===== src/rtl/prm_pkg.sv =====
package prm_pkg;

  localparam int unsigned DefaultDepth = 64;

  localparam logic [15:0] StaleTimeoutReset = 16'd5000;
  localparam logic [15:0] OutlierTolReset   = 16'd500;

  typedef enum logic [1:0] {
    KindRecord = 2'd0,
    KindMatch  = 2'd1,
    KindPrune  = 2'd2,
    KindClear  = 2'd3
  } kind_e;

  typedef enum logic [1:0] {
    CellHold   = 2'd0,
    CellShift  = 2'd1,
    CellRotate = 2'd2,
    CellAppend = 2'd3
  } cell_op_e;

  typedef struct packed {
    logic [31:0] action;
    logic [31:0] sequence_num;
    logic [31:0] stamp;
    logic        cast_flag;
    logic [15:0] cast_ms;
  } entry_t;

  typedef struct packed {
    cell_op_e op;
    entry_t   fresh;
  } cell_ctrl_t;

endpackage


===== src/rtl/prm_cell.sv =====
module prm_cell #(
  parameter int unsigned DEPTH = prm_pkg::DefaultDepth,
  parameter int unsigned IDX   = 0,
  parameter int unsigned CW    = $clog2(DEPTH + 1)
) (
  input  logic                clk_i,
  input  prm_pkg::cell_ctrl_t ctrl_i,
  input  logic [CW-1:0]       count_i,
  input  prm_pkg::entry_t     head_i,
  input  prm_pkg::entry_t     right_i,
  output prm_pkg::entry_t     entry_o
);

  prm_pkg::entry_t entry_q, entry_d;

  always_comb begin
    entry_d = entry_q;
    unique case (ctrl_i.op)
      prm_pkg::CellHold: entry_d = entry_q;
      prm_pkg::CellShift: entry_d = right_i;
      prm_pkg::CellRotate: begin
        entry_d = (count_i == CW'(IDX + 1)) ? head_i : right_i;
      end
      prm_pkg::CellAppend: begin
        if (count_i == CW'(IDX)) begin
          entry_d = ctrl_i.fresh;
        end
      end
    endcase
  end

  always_ff @(posedge clk_i) begin
    entry_q <= entry_d;
  end

  assign entry_o = entry_q;

endmodule

===== config.mk =====
export PLATFORM = sky130hd
export DESIGN_NAME = prm_cell
export DESIGN_NICKNAME = d
export VERILOG_FILES = /design/src/rtl/prm_pkg.sv /design/src/rtl/prm_cell.sv
export SDC_FILE = /design/constraint.sdc
export NUM_CORES = 1
export LEC_CHECK = 0
export BUFFER_PORTS_ARGS = -buffer_cell sky130_fd_sc_hd__buf_2
export CORE_AREA = 4 4 179 181
export DETAILED_ROUTE_END_ITERATION = 6
export DIE_AREA = 0 0 183 185
export HOLD_SLACK_MARGIN = 0.03
export PLACE_DENSITY = 0.51
export REMOVE_ABC_BUFFERS = 1
export SLEW_MARGIN = 20
export SYNTH_ARGS = -nofsm -noshare
export SYNTH_HDL_FRONTEND = slang
export SYNTH_SLANG_ARGS = --single-unit

===== constraint.sdc =====
create_clock -name clk_i -period 21.4 [get_ports clk_i]
set_input_delay 3.21 -clock clk_i [delete_from_list [all_inputs] [get_ports clk_i]]
set_output_delay 3.21 -clock clk_i [all_outputs]
set_load 0.01 [all_outputs]

Word-level counts from Yosys, hierarchy flattened
Cells that the tools add are included.
Storage, ports and cells
  flip-flop bits (word level): 113
  latch bits: 0
  memory bits (writable): 0
  bits in read-only memories: 0
  bits of input ports: 349
  output and inout port bits: 113
  memories: 0
Operators by class
  $add $sub $neg: 0
  $mul: 0
  div/mod/pow operators: 0
  order comparisons: 0
  eq/ne operators: 5
  shift-type cells: 0
  multiplexer cells: 3
  bitwise gates (word level): 1
  reduce and logical (&&, ||, !) cells: 3
Operator list (number)
  113-bit case mux with 3 select lines: 1
  113-bit two-way mux: 2
  7-bit by 1-bit equality test with 1-bit output (second input constant): 1
  7-bit zero test: 1
  2-bit equality test (second input constant): 2
  2-bit by 1-bit equality test with 1-bit output (second input constant): 1
  2-bit zero test: 1
  2-bit inequality test (second input constant): 1
  2-bit AND reduction: 1
  1-bit NOT: 1

Longest topological paths before layout
Gate-level depths: netlist of the first run.
  depth in word-level cells: 3
  depth in mapped cells: 7
  depth with buffers taken out: 3

Worst setup path after synthesis of the first run
Ideal clock, no wire load.
  path kind: input-to-reg
  start point: input port count_i[1]
  end point: register entry_q (netlist bit entry_o[0]), enable pin
  library setup time: 586 ps
  data arrival time: 8782 ps
  path slack: 12032 ps
  stages on the path: 5
  path through: nor4_4 buf_2 buf_2 a21oi_1 nor2_1
Between the ends
  word-level cells in the longest chain between the ends: 3
RTL lines
  from (decl): line prm_cell.sv:8  | input logic [CW-1:0] count_i,
  7-bit zero test: line prm_cell.sv:25  | if (count_i == CW'(IDX)) begin
  2-bit inequality test (no source line)
  2-bit AND reduction (no source line)
  to (signal assigned): line prm_cell.sv:33  | entry_q <= entry_d;
  to (decl): line prm_cell.sv:14  | prm_pkg::entry_t entry_q, entry_d;
No other way between the ends.
A chain may end at the register's enable or synchronous reset.

Worst setup path after layout of the first run
  start point: input port count_i[1]
  end point: register entry_q (netlist bit entry_o[1]), enable pin
The elaborated chain is that of the path after synthesis.

==> results of run 1 <==
[final timing paths]
check / startpoint / to / cells after the start
worst max-delay path: count_i[1] / entry_o[1] / 7
worst min-delay path: ctrl_i[78] / entry_o[78] / 3
[cell usage in the layout, fill, tap and decap left out, types with 2 or more instances in the layout]
master / n
bufinv_16: 3
o211ai_1: 113
clkinvlp_4: 3
diode_2: 5
edfxtp_1: 113
clkinv_1: 2
clkinv_2: 3
buf_4: 13
a31oi_1: 113
buf_2: 459
nand4_1: 113
nand2_1: 114
nor2b_1: 113
clkbuf_16: 17
[cell families (layout without fill, tap and decap cells)]
logic type,Yosys count,in the layout,synth area share
simple gates,347,347,0.261
compound gates,227,227,0.214
flops,113,113,0.466
buf+inv,100,504,0.0586
other cells,0,5,0
[layout make-up]
class | count | share of cell area
Multi-Input combinational cell | 574 | 0.336
Sequential cell | 113 | 0.327
Timing Repair Buffer | 474 | 0.234
Tap cell | 396 | 0.0477
Clock buffer | 18 | 0.0413
Clock inverter | 12 | 0.0139
Antenna cell | 5 | 0.00120
[report_power, final]
group / leakage [nW] / internal (mW) / total (mW) / switching [mW]
Combinational: 2.62 / 0.0634 / 0.153 / 0.0891
Clock: 0.273 / 0.180 / 0.285 / 0.105
Sequential: 1.12 / 0.279 / 0.286 / 0.00702
Total: 4.01 / 0.523 / 0.724 / 0.201
[worst max-delay path, stage by stage]
cell and delay, ns:
buf_2 0.11, nor4_4 0.25, buf_4 0.47, a21oi_1 0.19, nor2_4 0.24, buf_4 0.58, buf_4 0.74
[stage by stage]
stage / power [mW] / utilization / cell area [um^2] / cells
floorplan: 0.355 / - / 6850 / 687
global placement: 0.444 / 0.321 / 9780 / 1556
detailed placement: 0.445 / 0.321 / 9780 / 1556
CTS: 0.737 / 0.340 / 10400 / 1586
global route: 0.760 / 0.341 / 10400 / 1591
finish: 0.724 / 0.341 / 10400 / 1592
[per-layer routing]
metal / up-vias / global-route usage / part of all wire
li1: 3873 / - / -
met1: 3962 / 0.205 / 0.38
met2: 394 / 0.303 / 0.50
met3: 41 / 0.0481 / 0.088
met4: 0 / 0.0712 / 0.028
met5: - / 0 / 0
==> flow_summary.toml, run 1 <==
[clock_network]
clockRootBuffer = "clkbuf_16"
cts_max_path_buffers = 2
cts_made_buffers = 17
postCtsHoldBufs = 0
post-cts-setup-buffer-count = 0
clock-sinks = 113
htree_levels = 4
path_clk_slew_ns = 0.06
cts_tree = "built"
cts_resized = 0

[floorplan]
rows = 64
fp.dieW_um = 183
boundaryPins = 462
initial_core_util = 0.239
die_h_um = 185
die_area_um2 = 33900
core_area_um2 = 30400

[logic_synthesis]
synth_cell_types = 16
syn-cell-area_um2 = 7280
synth_seq_cells = 113
yosys-top-cells-count = "114 x nand2_1, 114 x nor2b_1"
yosys.area.top_type_share = 0.466
synthCells = 787
ys.flop_type = "edfxtp_1"
ys_warn_count = 0
avgSynthCellArea_um2 = 9.25
yosysTopAreaCell = "edfxtp_1"
yosys-top-cells-area = "edfxtp_1 47%, o211ai_1 12%, nor2b_1 9.8%"
synthArstFlopShare = 0
yosysSeqAreaShare = 0.466
synth-edff-count = 113

[detailed_routing]
dr.first_iter.drc_count = 501
antenna_left = 0
dr.pass1.iters = 6
wl_per_cell_um = 19.9
drcViolationCount = 0
wirelength_um = 31700
vias_per_cell = 5.19
via_count = 8270

[timing]
timing.final.crit_share = 0.277
fmax_mhz = 169
fin_crit_ns = 5.92
hold_viol = 0
rsz0062_at_grt = "no"
slew-limit-headroom = 0.324
fin_ws_ns = 15.48
holdWs_ns = 3.11
setup_tns_ns = 0
final-max-slew-violation-count = 0
setup_violations = 0
tightest_slew_ns = 1.01

[finish]
multi_input_area_um2 = 3480
largest_reg_flops = 113
register_area_um2 = 3390
area_growth_pct = 42.6
n_fill_cell = 3250
nets = 1529
drive_gt1_frac = 0.425

[placed_design]
hpwl_um = 22100
gp_congestion = 0.829
io_buffers = 461
dpl_worst_slack_ns = 14.98

[global_route]
grt_overflow = 0
globalRouteTotalUtil = 0.175
grt_pass1_vias = 8055
antenna_found_initial = 4
grt_pass1_wl_um = 46400
grt_max_degree = 95

[worst_setup_path]
endpoint_kind = "register"
critical_path.startpoint_type = "input port"
critPathKind = "in2reg"
cp.required_ns = 21.43
arrival_ns = 5.95
crit_fanout = 59

[status]
outcome = "complete, no violations"

[min_path]
hold_path.class = "in2reg"

[flow_run]
maxCapViolations = 0

[power]
p_per_area_nw_per_um2 = 69.7
vdd_drop_max_uv = 44.8
leakagePower_nw = 4.01
Note: power is estimated with default switching activity, not from simulation.
==> run 2, diff against run 1 <==
Settings changed: PLACE_DENSITY 0.51 to 0.53.
Clock period 21.4 ns to 5.35 ns, I/O delays scaled along.
==> flow_summary.toml, run 2 (synthesized netlist as in run 1, its figures left out) <==
[worst_setup_path]
endpoint_kind = "register"
critical_path.startpoint_type = "input port"
arrival_ns = 3.11
cp.required_ns = 5.37
critPathKind = "in2reg"
crit_fanout = 66

[placed_design]
gp_congestion = 0.798
dpl_worst_slack_ns = 1.87
io_buffers = 461
place_area_um2 = 9800
hpwl_um = 22300

[min_path]
hold_end = "entry_o[41]"
min_from = "ctrl_i[41]"
hold_path.class = "in2reg"
whs_path_depth = 3

[power]
vdd_drop_max_uv = 171
sequentialPowerShare = 0.386
leakagePower_nw = 4.03
combPwrFrac = 0.204
p_switching_uw = 821
netSwitchingFraction = 0.276
pwr-share-clk = 0.410
total_power_mw = 2.97
p_per_area_nw_per_um2 = 285
intPower_mw = 2.15

[floorplan]
die_h_um = 185
die_area_um2 = 33900
rows = 64
initial_core_util = 0.239
core_area_um2 = 30400
boundaryPins = 462
fp.dieW_um = 183

[clock_network]
path_clk_slew_ns = 0.06
cts_resized = 0
postCtsHoldBufs = 0
clock-sinks = 113
cts_tree = "built"
clockRootBuffer = "clkbuf_16"
cts_made_buffers = 17
post-cts-setup-buffer-count = 0
htree_levels = 4
cts_max_path_buffers = 2

[detailed_routing]
via_count = 8151
wl_per_cell_um = 20.2
vias_per_cell = 5.12
wirelength_um = 32200
dr.first_iter.drc_count = 363
drcViolationCount = 0
dr.pass1.iters = 6
antenna_left = 0

[timing]
slew-limit-headroom = 0.306
hold_viol = 0
fin_crit_ns = 3.08
tightest_slew_ns = 1.04
fmax_mhz = 324
timing.final.crit_share = 0.576
rsz0062_at_grt = "no"
fin_ws_ns = 2.27
setup_violations = 0
final-max-slew-violation-count = 0
holdWs_ns = 0.711

[finish]
stdcell_area_um2 = 10400
layout_common_cells = "459 x buf_2, 114 x nand2_1"
n_fill_cell = 3223
nets = 1528
drive_gt1_frac = 0.425
area_growth_pct = 43.3
largest_reg_flops = 113
final_common_cell = "buf_2"

[global_route]
grt_pass1_wl_um = 46300
grt_overflow = 0
antenna_found_initial = 1
globalRouteTotalUtil = 0.175
grt_pass1_vias = 7829
grt_max_degree = 227

[flow_run]
maxCapViolations = 0

[status]
outcome = "complete, no violations"
==> run 2: changes by cell type in the layout (fill, tap and decap cells not counted) <==
cell / delta
clkinv_2: -2
clkbuf_1: +2
inv_6: +2
clkinv_1: -2
diode_2: -1
bufinv_16: +1
clkinv_4: +1
buf_12: +1
buf_4: -2
==> run 2: worst max-delay path, stage by stage <==
cell     delay (ns)
buf_2          0.11
nor4_4         0.29
buf_4          0.68
a21oi_1        0.22
nor2_4         0.16
buf_4          0.65
==> run 2: per-layer routing <==
layer / global-route usage / vias up / wire length, um
met2: 0.310 / 399 / 16400
met5: 0 / - / 0
met1: 0.211 / 3848 / 12400
met3: 0.0475 / 20 / 2910
li1: - / 3884 / -
met4: 0.0477 / 0 / 420
==> run 2: metrics by stage <==
step / util / setup TNS [ns] / cells
2_1_floorplan: - / -804.82 / 687
3_3_place_gp: 0.322 / 0 / 1556
3_5_place_dp: 0.322 / 0 / 1556
4_1_cts: 0.343 / 0 / 1588
5_1_grt: 0.343 / 0 / 1589
6_report: 0.343 / 0 / 1592
==> run 2: worst max-delay path by stage <==
| stage | startpoint | depth (start not counted) | endpoint |
|---|---|---|---|
| floorplan | count_i[1] | 3 | entry_o[0] |
| detailed placement | count_i[1] | 6 | entry_o[61] |
| finish | count_i[1] | 6 | entry_o[56] |
| global route | count_i[1] | 6 | entry_o[40] |
| global placement | count_i[1] | 6 | entry_o[32] |
| CTS | count_i[1] | 6 | entry_o[56] |
==> run 2: final cells by class <==
cell class	count	area [um^2]	share of cell area
multi-input combinational	574	3480	0.334
clock buffer	20	437	0.0419
clock inverter	12	183	0.0175
tap	396	495	0.0475
timing repair buffer	473	2430	0.233
antenna	4	10.0	0.000959
sequential	113	3390	0.325
==> run 2: power by group through the flow <==
stage	clock (mW)	combinational (mW)	sequential [mW]
after floorplan	0	0.181	1.24
after global placement	0	0.608	1.17
after detailed placement	0	0.612	1.17
after CTS	1.26	0.613	1.15
after global routing	1.30	0.659	1.16
final	1.22	0.605	1.15
==> run 3, diff against run 2 <==
Settings changed: PLACE_DENSITY 0.53 to 0.51.
Clock period 5.35 ns to 3 ns, I/O delays scaled along.
==> flow_summary.toml, run 3 (synthesized netlist as in run 1, its figures left out) <==
[placed_design]
io_buffers = 461
place_area_um2 = 9880
gp_congestion = 0.838
hpwl_um = 22300
dp_cells = 1558
dpl_worst_slack_ns = 0.687

[floorplan]
die_h_um = 185
rows = 64
fp.dieW_um = 183
die_area_um2 = 33900
boundaryPins = 462
core_area_um2 = 30400
initial_core_util = 0.239

[detailed_routing]
vias_per_cell = 5.14
wirelength_um = 31900
antenna_left = 0
wl_per_cell_um = 20.1
drcViolationCount = 0
dr.pass1.iters = 5
via_count = 8162
dr.first_iter.drc_count = 500

[power]
leakagePower_nw = 4.04
total_power_mw = 5.19
vdd_drop_max_uv = 312
p_per_area_nw_per_um2 = 496

[global_route]
globalRouteTotalUtil = 0.177
antenna_found_initial = 0
grt_pass1_wl_um = 46900
grt_max_degree = 227
grt_pass1_vias = 8003
grt_overflow = 0

[clock_network]
cts_tree = "built"
cts_resized = 0
post-cts-setup-buffer-count = 0
clock-sinks = 113
postCtsHoldBufs = 0
path_clk_slew_ns = 0.06
cts_made_buffers = 17
cts_max_path_buffers = 2
htree_levels = 4
clockRootBuffer = "clkbuf_16"

[finish]
drive_gt1_frac = 0.426
stdcell_area_um2 = 10500
area_growth_pct = 43.6
final_common_cell = "buf_2"
nets = 1530
post_layout_nonfiller_instances = 1587
layout_common_cells = "459 x buf_2, 114 x nand2_1"
final_util = 0.344
antennaDiodeCount = 0
largest_reg_flops = 113

[min_path]
hold_path.class = "in2reg"

[worst_setup_path]
crit_fanout = 226
critical_path.startpoint_type = "input port"
cpPeakStageDelay_ns = 0.46
endpoint_kind = "register"
cp.required_ns = 3.24
critPathKind = "in2reg"
arrival_ns = 2.30
slowest_stage = "buf_12"
path_cells = "buf_4 -> nor2b_4 -> buf_12 -> nand4_1 -> o211ai_1"

[timing]
fmax_mhz = 486
slew-limit-headroom = 0.150
hold_viol = 0
rsz0062_at_grt = "no"
tightest_slew_ns = 1.27
final-max-slew-violation-count = 0
timing.final.crit_share = 0.685
holdWs_ns = 0.354
setup_violations = 0
setup_tns_ns = 0
fin_crit_ns = 2.06
fin_ws_ns = 0.944

[flow_run]
maxCapViolations = 0

[status]
outcome = "complete, no violations"
[run 3: worst paths after layout]
path                     from           end  slack (ns)  cells past startpoint
setup / recovery  ctrl_i[113]  entry_o[103]        0.94                      5
hold / removal    ctrl_i[102]  entry_o[102]        0.35                      3
[run 3: cell type report]
cell class | count | area, um^2
clock buffer | 17 | 425
multi-input combinational | 574 | 3480
fill | 3221 | 20000
clock inverter | 12 | 145
sequential | 113 | 3390
tap | 396 | 495
timing repair buffer | 475 | 2510
[run 3: where the power goes]
| group | switching [mW] | internal [mW] | total [mW] |
|---|---|---|---|
| combinational | 0.635 | 0.461 | 1.10 |
| clock | 0.764 | 1.28 | 2.05 |
| sequential | 0.0537 | 1.99 | 2.04 |
| total | 1.45 | 3.73 | 5.19 |
[run 3: critical path, delay by kind of cell]
kind                   cells  cell delay, ns
buffers and inverters      2            0.69
AND/OR/NAND/NOR            2            0.49
AO/OA/AOI/OAI              1            0.18
[run 3: per-layer routing]
metal / part of all wire / vias to the layer above / GRT usage
met5: 0 / - / 0
met4: 0.014 / 0 / 0.0429
met3: 0.075 / 28 / 0.0401
met2: 0.50 / 378 / 0.310
met1: 0.41 / 3888 / 0.221
li1: - / 3868 / -
